File: config.mk
export PLATFORM = sky130hd
export DESIGN_NAME = wheel_slip_traction_limiter
export DESIGN_NICKNAME = d
export VERILOG_FILES = /design/src/wstl_pkg.sv /design/src/wheel_slip_traction_limiter.sv /design/src/wstl_div.sv
export SDC_FILE = /design/constraint.sdc
export NUM_CORES = 1
export LEC_CHECK = 0
export ABC_AREA = 1
export BUFFER_PORTS_ARGS = -buffer_cell sky130_fd_sc_hd__buf_4
export CAP_MARGIN = 40
export CORE_MARGIN = 3
export CORE_UTILIZATION = 55
export DETAILED_ROUTE_END_ITERATION = 12
export PLACE_DENSITY = 0.87
export SYNTH_ARGS = -nofsm -noshare
export SYNTH_HDL_FRONTEND = slang
export SYNTH_SLANG_ARGS = --single-unit
File: constraint.sdc
create_clock -name clk -period 6 [get_ports clk]
set_clock_uncertainty 0.2 [all_clocks]
set_input_delay 0.6 -clock clk [delete_from_list [all_inputs] [get_ports clk]]
set_output_delay 0.6 -clock clk [all_outputs]
set_load 0.005 [all_outputs]
File: src/wstl_pkg.sv
// ----------------------------------------------------------------------------
// wstl_pkg
// Shared widths, constants and types for the wheel slip traction limiter.
// ----------------------------------------------------------------------------
`default_nettype none

package wstl_pkg;

	// field widths
	localparam int SPEED_BITS = 16;
	localparam int TIME_BITS  = 31;
	localparam int CFG_W      = 16;
	localparam int SLIP_W     = 16;
	localparam int SCALE_W    = 16;
	localparam int IDX_W      = 2;

	// slip divide: (rmax << SLIP_SHIFT) / (fl + fr)
	localparam int SLIP_SHIFT = 9;
	localparam int SUM_W      = SPEED_BITS + 1;
	localparam int DVD_W      = SPEED_BITS + SLIP_SHIFT;
	localparam int REM_W      = (SUM_W > CFG_W) ? SUM_W : CFG_W;
	localparam int STEP_W     = $clog2(DVD_W + 1);

	// ramp divide: (n << SCALE_FRAC) / ramp_ms, n < ramp_ms
	localparam int SCALE_FRAC = SCALE_W - 1;

	// signed ramp time base and elapsed time
	localparam int N_W = TIME_BITS + 2;

	localparam int SLIP_BIAS  = 256;
	localparam int SLIP_MAX   = 65535;
	localparam int FULL_SCALE = 32768;

	localparam int TARGET_RST = 26;
	localparam int RAMP_RST   = 500;
	localparam int HOLD_RST   = 50;

	// stream packing
	localparam int IN_W     = 4 * SPEED_BITS + TIME_BITS;
	localparam int IN_TD_W  = ((IN_W + 7) / 8) * 8;
	localparam int OUT_W    = SCALE_W + SLIP_W + 2;
	localparam int OUT_TD_W = ((OUT_W + 7) / 8) * 8;

	typedef enum logic [IDX_W-1:0] {
		CFG_TARGET_SLIP = 2'd0,
		CFG_RAMP_MS     = 2'd1,
		CFG_HOLD_MS     = 2'd2
	} cfg_idx_t;

	typedef struct packed {
		logic              start;
		logic [REM_W-1:0]  rem_init;
		logic [DVD_W-1:0]  dvd;
		logic [REM_W-1:0]  divisor;
		logic [STEP_W-1:0] steps;
	} div_cmd_t;

	typedef struct packed {
		logic             done;
		logic [DVD_W-1:0] quo;
	} div_rsp_t;

endpackage

`default_nettype wire

File: src/wheel_slip_traction_limiter.sv
// ----------------------------------------------------------------------------
// wheel_slip_traction_limiter
// Slip estimate and torque cut / ramp from four wheel speeds per sample.
// ----------------------------------------------------------------------------
// Input words arrive on s_tvalid/s_tready/s_tdata, one sample each; one result
// word per sample leaves on m_tvalid/m_tready/m_tdata. Registers are written
// through cfg_we/cfg_index/cfg_wdata; the user must write them only while no
// sample is in flight; the block does not enforce it. A sample runs through
// one shared bit-serial divider: slip takes 25 steps, the ramp fraction 15
// steps, and either is skipped when the answer is known (front sum zero, ramp
// finished or not started). s_tready is high only while the sequencer is idle,
// so the next word can be taken at the earliest in the cycle after the previous
// result is loaded. The result sits in an output register; a stalled
// receiver only holds the sequencer in its final state, and a new sample can
// be accepted while the last result still waits.
// Reset clears the slip flag and hold timer, puts the ramp as finished and
// loads the register defaults (target 26, ramp 500 ms, hold 50 ms).
// ----------------------------------------------------------------------------
`default_nettype none

module wheel_slip_traction_limiter
	import wstl_pkg::*;
(
	input  wire logic                clk,
	input  wire logic                arst_n,
	input  wire logic                s_tvalid,
	output logic                     s_tready,
	// fl_speed, fr_speed, rl_speed, rr_speed, time_ms, zero fill
	input  wire logic [IN_TD_W-1:0]  s_tdata,
	output logic                     m_tvalid,
	input  wire logic                m_tready,
	// torque_scale, slip, slipping, front_zero, zero fill
	output logic [OUT_TD_W-1:0]      m_tdata,
	input  wire logic                cfg_we,
	input  wire logic [IDX_W-1:0]    cfg_index,
	input  wire logic [CFG_W-1:0]    cfg_wdata
);

	typedef enum logic [5:0] {
		ST_IDLE = 6'b000001,
		ST_PREP = 6'b000010,
		ST_SLIP = 6'b000100,
		ST_RCHK = 6'b001000,
		ST_RAMP = 6'b010000,
		ST_FIN  = 6'b100000
	} state_t;

	state_t state_q;

	logic [CFG_W-1:0] target_q;
	logic [CFG_W-1:0] ramp_ms_q;
	logic [CFG_W-1:0] hold_ms_q;

	logic                  flag_q;
	logic [TIME_BITS-1:0]  fct_q;
	logic signed [N_W-1:0] ramp_start_q;

	logic [SPEED_BITS-1:0] fl_q, fr_q, rl_q, rr_q;
	logic [TIME_BITS-1:0]  now_q;
	logic [N_W-1:0]        n_q;
	logic [SLIP_W-1:0]     slip_q;
	logic                  zero_q;
	logic                  slipping_q;
	logic [SCALE_W-1:0]    scale_q;

	logic                  m_tvalid_q;
	logic [OUT_TD_W-1:0]   m_tdata_q;

	div_cmd_t div_cmd;
	div_rsp_t div_rsp;

	logic                  accept;
	logic [SUM_W-1:0]      sum;
	logic [SPEED_BITS-1:0] rmax;
	logic [N_W-1:0]        n_now;
	logic                  ramp_full;
	logic                  ramp_none;
	logic [DVD_W-1:0]      q_unb;
	logic [SLIP_W-1:0]     slip_div;
	logic                  chg;
	logic [TIME_BITS:0]    held_raw;
	logic                  held_ok;
	logic                  cut;
	logic                  out_free;
	logic                  load_out;

	wstl_div u_div (
		.clk    (clk),
		.arst_n (arst_n),
		.cmd    (div_cmd),
		.rsp    (div_rsp)
	);

	always_comb begin
		accept    = s_tvalid && s_tready;
		sum       = SUM_W'(fl_q) + SUM_W'(fr_q);
		rmax      = (rl_q > rr_q) ? rl_q : rr_q;
		n_now     = N_W'(now_q) - ramp_start_q;
		ramp_full = !n_q[N_W-1] && (n_q[N_W-2:0] >= (N_W-1)'(ramp_ms_q));
		ramp_none = n_q[N_W-1] || (n_q == '0);

		// slip = quotient - 1.0, floored at zero, saturated
		q_unb = div_rsp.quo - DVD_W'(SLIP_BIAS);
		if (div_rsp.quo <= DVD_W'(SLIP_BIAS))
			slip_div = '0;
		else if (q_unb > DVD_W'(SLIP_MAX))
			slip_div = SLIP_W'(SLIP_MAX);
		else
			slip_div = q_unb[SLIP_W-1:0];

		// hold timer; a fresh change of flag means zero elapsed time
		chg      = slipping_q != flag_q;
		held_raw = {1'b0, now_q} - {1'b0, fct_q};
		if (chg || held_raw[TIME_BITS])
			held_ok = hold_ms_q == '0;
		else
			held_ok = held_raw[TIME_BITS-1:0] >= TIME_BITS'(hold_ms_q);
		cut = slipping_q && held_ok;

		out_free = !m_tvalid_q || m_tready;
		load_out = (state_q == ST_FIN) && out_free;
	end

	always_comb begin
		div_cmd = '0;
		if (state_q == ST_PREP && sum != '0) begin
			div_cmd.start    = 1'b1;
			div_cmd.rem_init = '0;
			div_cmd.dvd      = {rmax, SLIP_SHIFT'(0)};
			div_cmd.divisor  = REM_W'(sum);
			div_cmd.steps    = STEP_W'(DVD_W);
		end else if (state_q == ST_RCHK && !ramp_full && !ramp_none) begin
			div_cmd.start    = 1'b1;
			div_cmd.rem_init = REM_W'(n_q[CFG_W-1:0]);
			div_cmd.dvd      = '0;
			div_cmd.divisor  = REM_W'(ramp_ms_q);
			div_cmd.steps    = STEP_W'(SCALE_FRAC);
		end
	end

	// configuration registers
	always_ff @(posedge clk or negedge arst_n) begin
		if (!arst_n) begin
			target_q  <= CFG_W'(TARGET_RST);
			ramp_ms_q <= CFG_W'(RAMP_RST);
			hold_ms_q <= CFG_W'(HOLD_RST);
		end else if (cfg_we) begin
			unique case (cfg_index)
				CFG_TARGET_SLIP: target_q  <= cfg_wdata;
				CFG_RAMP_MS:     ramp_ms_q <= cfg_wdata;
				CFG_HOLD_MS:     hold_ms_q <= cfg_wdata;
				default: ;
			endcase
		end
	end

	// sequencer and traction state
	always_ff @(posedge clk or negedge arst_n) begin
		if (!arst_n) begin
			state_q      <= ST_IDLE;
			flag_q       <= 1'b0;
			fct_q        <= '0;
			ramp_start_q <= -N_W'(RAMP_RST);
			m_tvalid_q   <= 1'b0;
		end else begin
			if (load_out)
				m_tvalid_q <= 1'b1;
			else if (m_tready)
				m_tvalid_q <= 1'b0;

			unique case (state_q)
				ST_IDLE: begin
					if (accept)
						state_q <= ST_PREP;
				end
				ST_PREP: begin
					state_q <= (sum == '0) ? ST_RCHK : ST_SLIP;
				end
				ST_SLIP: begin
					if (div_rsp.done)
						state_q <= ST_RCHK;
				end
				ST_RCHK: begin
					state_q <= (ramp_full || ramp_none) ? ST_FIN : ST_RAMP;
				end
				ST_RAMP: begin
					if (div_rsp.done)
						state_q <= ST_FIN;
				end
				ST_FIN: begin
					if (out_free) begin
						state_q <= ST_IDLE;
						flag_q  <= slipping_q;
						if (chg)
							fct_q <= now_q;
						if (cut)
							ramp_start_q <= N_W'(now_q);
					end
				end
				default: state_q <= ST_IDLE;
			endcase
		end
	end

	// sample and working registers
	always_ff @(posedge clk) begin
		if (accept) begin
			fl_q  <= s_tdata[0 +: SPEED_BITS];
			fr_q  <= s_tdata[SPEED_BITS +: SPEED_BITS];
			rl_q  <= s_tdata[2*SPEED_BITS +: SPEED_BITS];
			rr_q  <= s_tdata[3*SPEED_BITS +: SPEED_BITS];
			now_q <= s_tdata[4*SPEED_BITS +: TIME_BITS];
		end
		if (state_q == ST_PREP) begin
			n_q    <= n_now;
			zero_q <= sum == '0;
			if (sum == '0)
				slip_q <= SLIP_W'(SLIP_MAX);
		end
		if (state_q == ST_SLIP && div_rsp.done)
			slip_q <= slip_div;
		if (state_q == ST_RCHK) begin
			slipping_q <= SLIP_W'(slip_q) > SLIP_W'(target_q);
			if (ramp_full)
				scale_q <= SCALE_W'(FULL_SCALE);
			else if (ramp_none)
				scale_q <= '0;
		end
		if (state_q == ST_RAMP && div_rsp.done)
			scale_q <= SCALE_W'(div_rsp.quo[SCALE_FRAC-1:0]);
		if (load_out)
			m_tdata_q <= OUT_TD_W'({zero_q, slipping_q, slip_q,
				(cut ? SCALE_W'(0) : scale_q)});
	end

	assign s_tready = state_q == ST_IDLE;
	assign m_tvalid = m_tvalid_q;
	assign m_tdata  = m_tdata_q;

endmodule

`default_nettype wire

File: src/wstl_div.sv
// ----------------------------------------------------------------------------
// wstl_div
// Shared restoring divider, one quotient bit per cycle. The remainder can be
// preloaded so that a fraction (dividend bits all zero) comes out directly.
// ----------------------------------------------------------------------------
`default_nettype none

module wstl_div
	import wstl_pkg::*;
(
	input  wire logic     clk,
	input  wire logic     arst_n,
	input  wire div_cmd_t cmd,
	output div_rsp_t      rsp
);

	logic              active_q;
	logic              done_q;
	logic [STEP_W-1:0] cnt_q;
	logic [REM_W-1:0]  rem_q;
	logic [REM_W-1:0]  dsr_q;
	logic [DVD_W-1:0]  sh_q;

	logic [REM_W+1:0]  trial;
	logic              ge;
	logic [REM_W-1:0]  rem_next;

	always_comb begin
		trial    = {1'b0, rem_q, sh_q[DVD_W-1]} - {2'b00, dsr_q};
		ge       = ~trial[REM_W+1];
		rem_next = ge ? trial[REM_W-1:0] : {rem_q[REM_W-2:0], sh_q[DVD_W-1]};
	end

	always_ff @(posedge clk or negedge arst_n) begin
		if (!arst_n) begin
			active_q <= 1'b0;
			done_q   <= 1'b0;
			cnt_q    <= '0;
		end else begin
			done_q <= 1'b0;
			if (cmd.start) begin
				active_q <= 1'b1;
				cnt_q    <= cmd.steps;
			end else if (active_q) begin
				cnt_q <= cnt_q - STEP_W'(1);
				if (cnt_q == STEP_W'(1)) begin
					active_q <= 1'b0;
					done_q   <= 1'b1;
				end
			end
		end
	end

	// quotient bits shift in at the bottom as dividend bits leave the top
	always_ff @(posedge clk) begin
		if (cmd.start) begin
			rem_q <= cmd.rem_init;
			dsr_q <= cmd.divisor;
			sh_q  <= cmd.dvd;
		end else if (active_q) begin
			rem_q <= rem_next;
			sh_q  <= {sh_q[DVD_W-2:0], ge};
		end
	end

	assign rsp.done = done_q;
	assign rsp.quo  = sh_q;

endmodule

`default_nettype wire
# Word-level counts from Yosys, hierarchy flattened
# Cells that the tools add are included.
[totals]
regBits = 382
out_inout_bits = 42
wordCells = 128
[classes]
n_addsub = 6
n_lt_le_gt_ge = 6
n_eq_ne = 14
mux = 35
bitwise_logic = 1
reduce_logical = 39
[ops]
columns = ["cell", "count"]
rows = [
  ["$mux W65", 2],
  ["$mux W16", 8],
  ["$mux W17", 3],
  ["$mux W25", 2],
  ["$pmux W6 S6", 1],
  ["$logic_not A33 Y1", 1],
  ["$sub A31 B33 Y33", 1],
  ["$ge A32 B16 Y1", 1],
  ["$gt A16 B16 Y1", 2],
  ["$sub A31 B31 Y32", 1],
  ["$ge A31 B16 Y1", 1],
  ["$mux W15", 2],
  ["$mux W6", 5],
  ["$gt A25 B16 Y1 const B", 1],
  ["$le A25 B9 Y1 const B", 1],
  ["$sub A25 B9 Y25 const B", 1],
  ["$sub A18 B17 Y19", 1],
  ["$add A16 B16 Y17", 1],
  ["$logic_not A17 Y1", 1],
  ["$reduce_bool A17 Y1", 1],
  ["$logic_not A16 Y1", 1],
  ["$reduce_and A2 Y1", 7],
  ["$reduce_bool A2 Y1", 6],
  ["$mux W5", 2],
  ["23 further kinds", 48],
]

# Depth between registers and ports, before layout
[depth]
depth_word = 8
mapped_depth = 24

# Modules after synthesis
# From an unflattened synthesis, not the netlist that was laid out.
[hier_totals]
cells_unflattened = 2748
hier_area_um2 = 22864.4
[modules_own_cells]
columns = ["mod", "n_inst", "cells_per_inst", "area_per_inst_um2"]
rows = [
  ["wheel_slip_traction_limiter", 1, 2243, 18835.6],
  ["wstl_div", 1, 505, 4028.9],
]

# Worst setup path after synthesis
# OpenSTA, ideal clock, no wires.
[synth_timing]
kind = "reg-to-reg"
startpoint = "register state_q[2]"
endpoint = "register u_div.rem_q[0] (enable)"
setup_time_ps = 409
arrival_time_ps = 5546
setup_slack_ps = -155
stages_incl_launch_ff = 7
path_buffers = 1
period_less_slack_ps = 6155
cell_sequence = "dfrtp_1 -> nor2_1 -> inv_1 -> nor4_1 -> nand2_2 -> buf_6 -> nand3_1"
[synth_between]
elab_chain_cells = 6
word_cells_on_any_way = 8
[synth_rtl]
columns = ["item", "line", "source"]
rows = [
  ["start, declared", "wheel_slip_traction_limiter.sv:48", "state_t state_q;"],
  ["start signal, assigned", "wheel_slip_traction_limiter.sv:177", "state_q <= (sum == '0) ? ST_RCHK : ST_SLIP;"],
  ["start signal, assigned", "wheel_slip_traction_limiter.sv:184", "state_q <= (ramp_full || ramp_none) ? ST_FIN : ST_RAMP;"],
  ["$eq A6 B4 Y1", "wheel_slip_traction_limiter.sv:132", "end else if (state_q == ST_RCHK && !ramp_full && !ramp_none) begin"],
  ["$logic_and A1 B1 Y1 (2 in series)", "wheel_slip_traction_limiter.sv:132", ""],
  ["$mux W65", "wheel_slip_traction_limiter.sv:132", ""],
  ["$mux W65 (*)", "wheel_slip_traction_limiter.sv:126", "if (state_q == ST_PREP && sum != '0) begin"],
  ["$reduce_bool A2 Y1 (no source line) (*)", "--", ""],
  ["end signal, assigned", "wstl_div.sv:57", "rem_q <= cmd.rem_init;"],
  ["end signal, assigned", "wstl_div.sv:61", "rem_q <= rem_next;"],
  ["end, declared", "wstl_div.sv:20", "logic [REM_W-1:0] rem_q;"],
]
# Every way passes the cells marked *; elsewhere a longest branch is shown, timed or not.
# A chain may end at the register's enable or synchronous reset.

# Worst setup path after layout
[layout_timing]
startpoint = "register now_q[0]"
endpoint = "register ramp_start_q[2]"
[layout_between]
elab_chain_cells = 5
word_cells_on_any_way = 6
[layout_rtl]
columns = ["item", "line", "source"]
rows = [
  ["start, declared", "wheel_slip_traction_limiter.sv:59", "logic [TIME_BITS-1:0] now_q;"],
  ["start signal, assigned", "wheel_slip_traction_limiter.sv:212", "now_q <= s_tdata[4*SPEED_BITS +: TIME_BITS];"],
  ["$sub A31 B31 Y32 (*)", "wheel_slip_traction_limiter.sv:113", "held_raw = {1'b0, now_q} - {1'b0, fct_q};"],
  ["$ge A31 B16 Y1 / $logic_or A1 B1 Y1 (equally long branches)", "wheel_slip_traction_limiter.sv:117, wheel_slip_traction_limiter.sv:114", ""],
  ["$mux W1 (*)", "wheel_slip_traction_limiter.sv:114", "if (chg || held_raw[TIME_BITS])"],
  ["$logic_and A1 B1 Y1 (*)", "wheel_slip_traction_limiter.sv:118", "cut = slipping_q && held_ok;"],
  ["$reduce_and A3 Y1 (no source line) (*)", "--", ""],
  ["end signal, assigned", "wheel_slip_traction_limiter.sv:163", "ramp_start_q <= -N_W'(RAMP_RST);"],
  ["end signal, assigned", "wheel_slip_traction_limiter.sv:197", "ramp_start_q <= N_W'(now_q);"],
  ["end, declared", "wheel_slip_traction_limiter.sv:56", "logic signed [N_W-1:0] ramp_start_q;"],
]
# Marked as above.

==> impl_metrics.toml <==
[run_status]
status = "finished clean"

[route]
drtIter0Drc = 1561
routedWlPerCell_um = 17.4
detail-route-antenna-nets = 0
dr.pass1.iters = 7
vias_per_cell = 5.60
via_count = 18300
drt_wl_total_mm = 56.7
drc = 0

[synth]
ys_seq_elements = 381
syn_inst = 2480
ys_seq_area_share_pct = 49.0
synth_area_per_cell_sq_um = 8.92
ys_warn_count = 0
yosysUniqueCellTypes = 60
syn-cell-area_sq_um = 22100

[sta]
max_freq_mhz = 218
timing.final.crit_share_pct = 76.6
whs_ns = 0.0149
hold_viol_final = 0
rsz0062_at_grt = "no"
tightest_slew_ns = 0.915
period_minus_slack_ns = 4.59
maxSlewViolCount = 0
setup_violations = 0
relSlewSlack_pct = 38.9
tns_ns = 0

[die]
die_h_um = 207
ios = 161
dieArea_sq_um = 42700
start_util_pct = 56.5
rows = 72
core_sq_um = 39200
die_width_um = 207

[power]
p_comb_share_pct = 44.0
vdd_drop_max_mv = 0.312
leakagePower_uw = 0.0119
pwr_density_cell_nw_per_um2 = 470
sw_frac_of_total_pct = 40.8
power_switching_uw = 4990
power_frac_clock_pct = 22.1
pwr-share-seq_pct = 33.9
intPower_uw = 7230

[placement]
gp_congestion = 0.982
dp_hpwl_mm = 42.2
io_buffers = 153

[global_route]
antenna_found_initial = 0
grt_pass1_wl_mm = 90.6
grt_pass1_vias = 18100
grt_max_degree = 73
grtUsageTotal_pct = 26.7
gr-total-overflow = 0

[clock_network]
cts_tree = "built"
cts_buffers = 42
post_cts_buffers = 0
cts.htree.levels = 2
root_buffer = "clkbuf_16"
clk_pin_slew_ns = 0.06
clk_latency_ns = 0.57
clock_sinks = 381
cts_buffer_depth = 3

[worst_setup_path]
cp_max_fo = 32
start_kind = "flop"
arrival_ns = 4.89
worstPathRequired_ns = 6.30
critPathKind = "flop to flop"
endpoint_kind = "flop"

[layout]
layout-drive-gt1-share_pct = 12.7
layout_commonest_cell = "nand2_1"
multi_input_area_sq_um = 9580
regArea_sq_um = 10800
fin_nets = 3000
syn_to_final_growth_pct = 17.5
antennaDiodeCount = 0
fillers = 2942
layout_common_cells = "625 x nand2_1, 383 x inv_1, 254 x edfxtp_1, 168 x buf_4, 164 x ha_1"

[flow_run]
maxCapViolations = 0

[min_path]
hp-class = "input port to flop"
-- power by group through the flow --
stage / combinational, uW / clock (uW) / sequential, uW
after CTS: 5290 / 2720 / 4130
after global placement: 4900 / 0 / 4140
after global routing: 6010 / 2840 / 4200
after detailed placement: 5180 / 0 / 4170
after floorplan: 3830 / 0 / 4070
final: 5370 / 2700 / 4150
-- synth_stat cells (all sizes together) --
cell / instances / area, sq um
nand2: 627 / 2360
inv: 387 / 1450
edfxtp: 254 / 7630
nor2: 177 / 742
ha: 164 / 2050
o21ai: 161 / 810
a21oi: 126 / 634
nand3: 95 / 515
dfrtp: 88 / 2200
nand4: 57 / 357
xor2: 45 / 402
dfstp: 38 / 998
o22ai: 30 / 188
mux2: 29 / 327
clkbuf: 28 / 105
buf: 24 / 191
xnor2: 24 / 210
nor3: 21 / 110
nor4: 20 / 146
o21bai: 14 / 113
nand3b: 12 / 90.1
o211ai: 8 / 60.1
a21o: 6 / 45.0
a31oi: 6 / 37.5
a21boi: 5 / 37.5
a211oi: 4 / 30.0
fa: 4 / 80.1
o2111ai: 4 / 35.0
o21a: 4 / 30.0
o31ai: 4 / 30.0
a2111oi: 2 / 17.5
and3: 2 / 12.5
or2: 2 / 12.5
a211o: 1 / 8.76
a22oi: 1 / 7.51
and2: 1 / 6.26
clkinv: 1 / 5.00
conb: 1 / 3.75
dfxtp: 1 / 20.0
o221ai: 1 / 8.76
o32ai: 1 / 8.76
-- state kept, by name (all words and copies together), names as in the netlist, 17 cells and up --
register / count
fct_q: 31
m_tdata: 34
n_q: 33
now_q: 31
ramp_start_q: 32
u_div.dsr_q: 17
u_div.rem_q: 17
u_div.sh_q: 25
-- path summary, 6_finish.rpt --
kind / from / to / slack (ns) / cells after the start
worst max-delay path: now_q[0]$_DFFE_PP_ / ramp_start_q[2]$_DFFE_PN1P_ / 1.41 / 23
max in group asynchronous: arst_n / target_q[8]$_DFFE_PN0P_ / 4.47 / 3
worst min register to register: ramp_start_q[13]$_DFFE_PN1P_ / ramp_start_q[13]$_DFFE_PN1P_ / 0.26 / 2
min in group asynchronous: arst_n / fct_q[17]$_DFFE_PN0P_ / 0.22 / 2
worst max register to register: now_q[0]$_DFFE_PP_ / ramp_start_q[2]$_DFFE_PN1P_ / 1.41 / 23
worst min-delay path: s_tdata[52] / rr_q[4]$_DFFE_PP_ / 0.01 / 1
-- per-layer routing --
metal | GRT usage (%) | vias to the layer above | wire [um]
li1 | - | 8776 | -
met1 | 34.2 | 8579 | 23100
met2 | 46.0 | 770 | 27400
met3 | 3.76 | 154 | 3980
met4 | 11.0 | 0 | 2270
met5 | 0 | - | 0
-- what timing repair did --
action                                 in CTS  in global routing
hold buffers                               60                  0
endpoints found under the hold margin      74                  0
resized for setup                           0                  0
-- kinds of logic after synthesis --
| kind of cell | synth area share [%] |
|---|---|
| AO/OA/AOI/OAI | 9.49 |
| buffers and inverters | 7.93 |
| adder cells (fa/ha/maj) | 9.64 |
| XOR/XNOR | 2.77 |
| AND/OR/NAND/NOR | 19.7 |
| multiplexers | 1.48 |
| flip-flops | 49.0 |
| other | 0.0169 |
-- area by class of cell --
| type | instances | area share [%] |
|---|---|---|
| sequential | 381 | 41.7 |
| multi-input combinational | 1664 | 36.8 |
| timing repair buffer | 236 | 7.73 |
| inverter | 388 | 5.60 |
| clock buffer | 57 | 4.82 |
| tap | 518 | 2.49 |
| clock inverter | 21 | 0.803 |
-- critical path: stages (launching register included) --
cell and delay (ns):
edfxtp_1 0.43, inv_1 0.11, ha_1 0.24, fa_1 0.41, inv_1 0.09, nand3_1 0.06
nand3_1 0.16, nand2_1 0.07, nand2_1 0.12, nand2_1 0.06, nand2_1 0.09, xor2_1 0.18
ha_1 0.30, a21oi_1 0.17, o21ai_0 0.12, nor2_1 0.15, a21boi_0 0.09, o21ai_0 0.21
nand3_1 0.12, nor2_2 0.12, nand3_2 0.33, nand3_4 0.43, nand2_1 0.14, nand2_1 0.09
-- through the flow --
stage	cell area (sq um)	utilization (%)	instances	power, uW	setup slack [ns]
2_1_floorplan	22200	-	2485	7890	0.158
3_3_place_gp	23800	60.7	3118	9040	1.71
3_5_place_dp	23900	61.1	3127	9350	1.54
4_1_cts	26000	66.4	3265	12100	1.51
5_1_grt	26000	66.4	3265	13000	1.08
6_report	26000	66.4	3265	12200	1.41
Power figures use the tool's default switching activity.
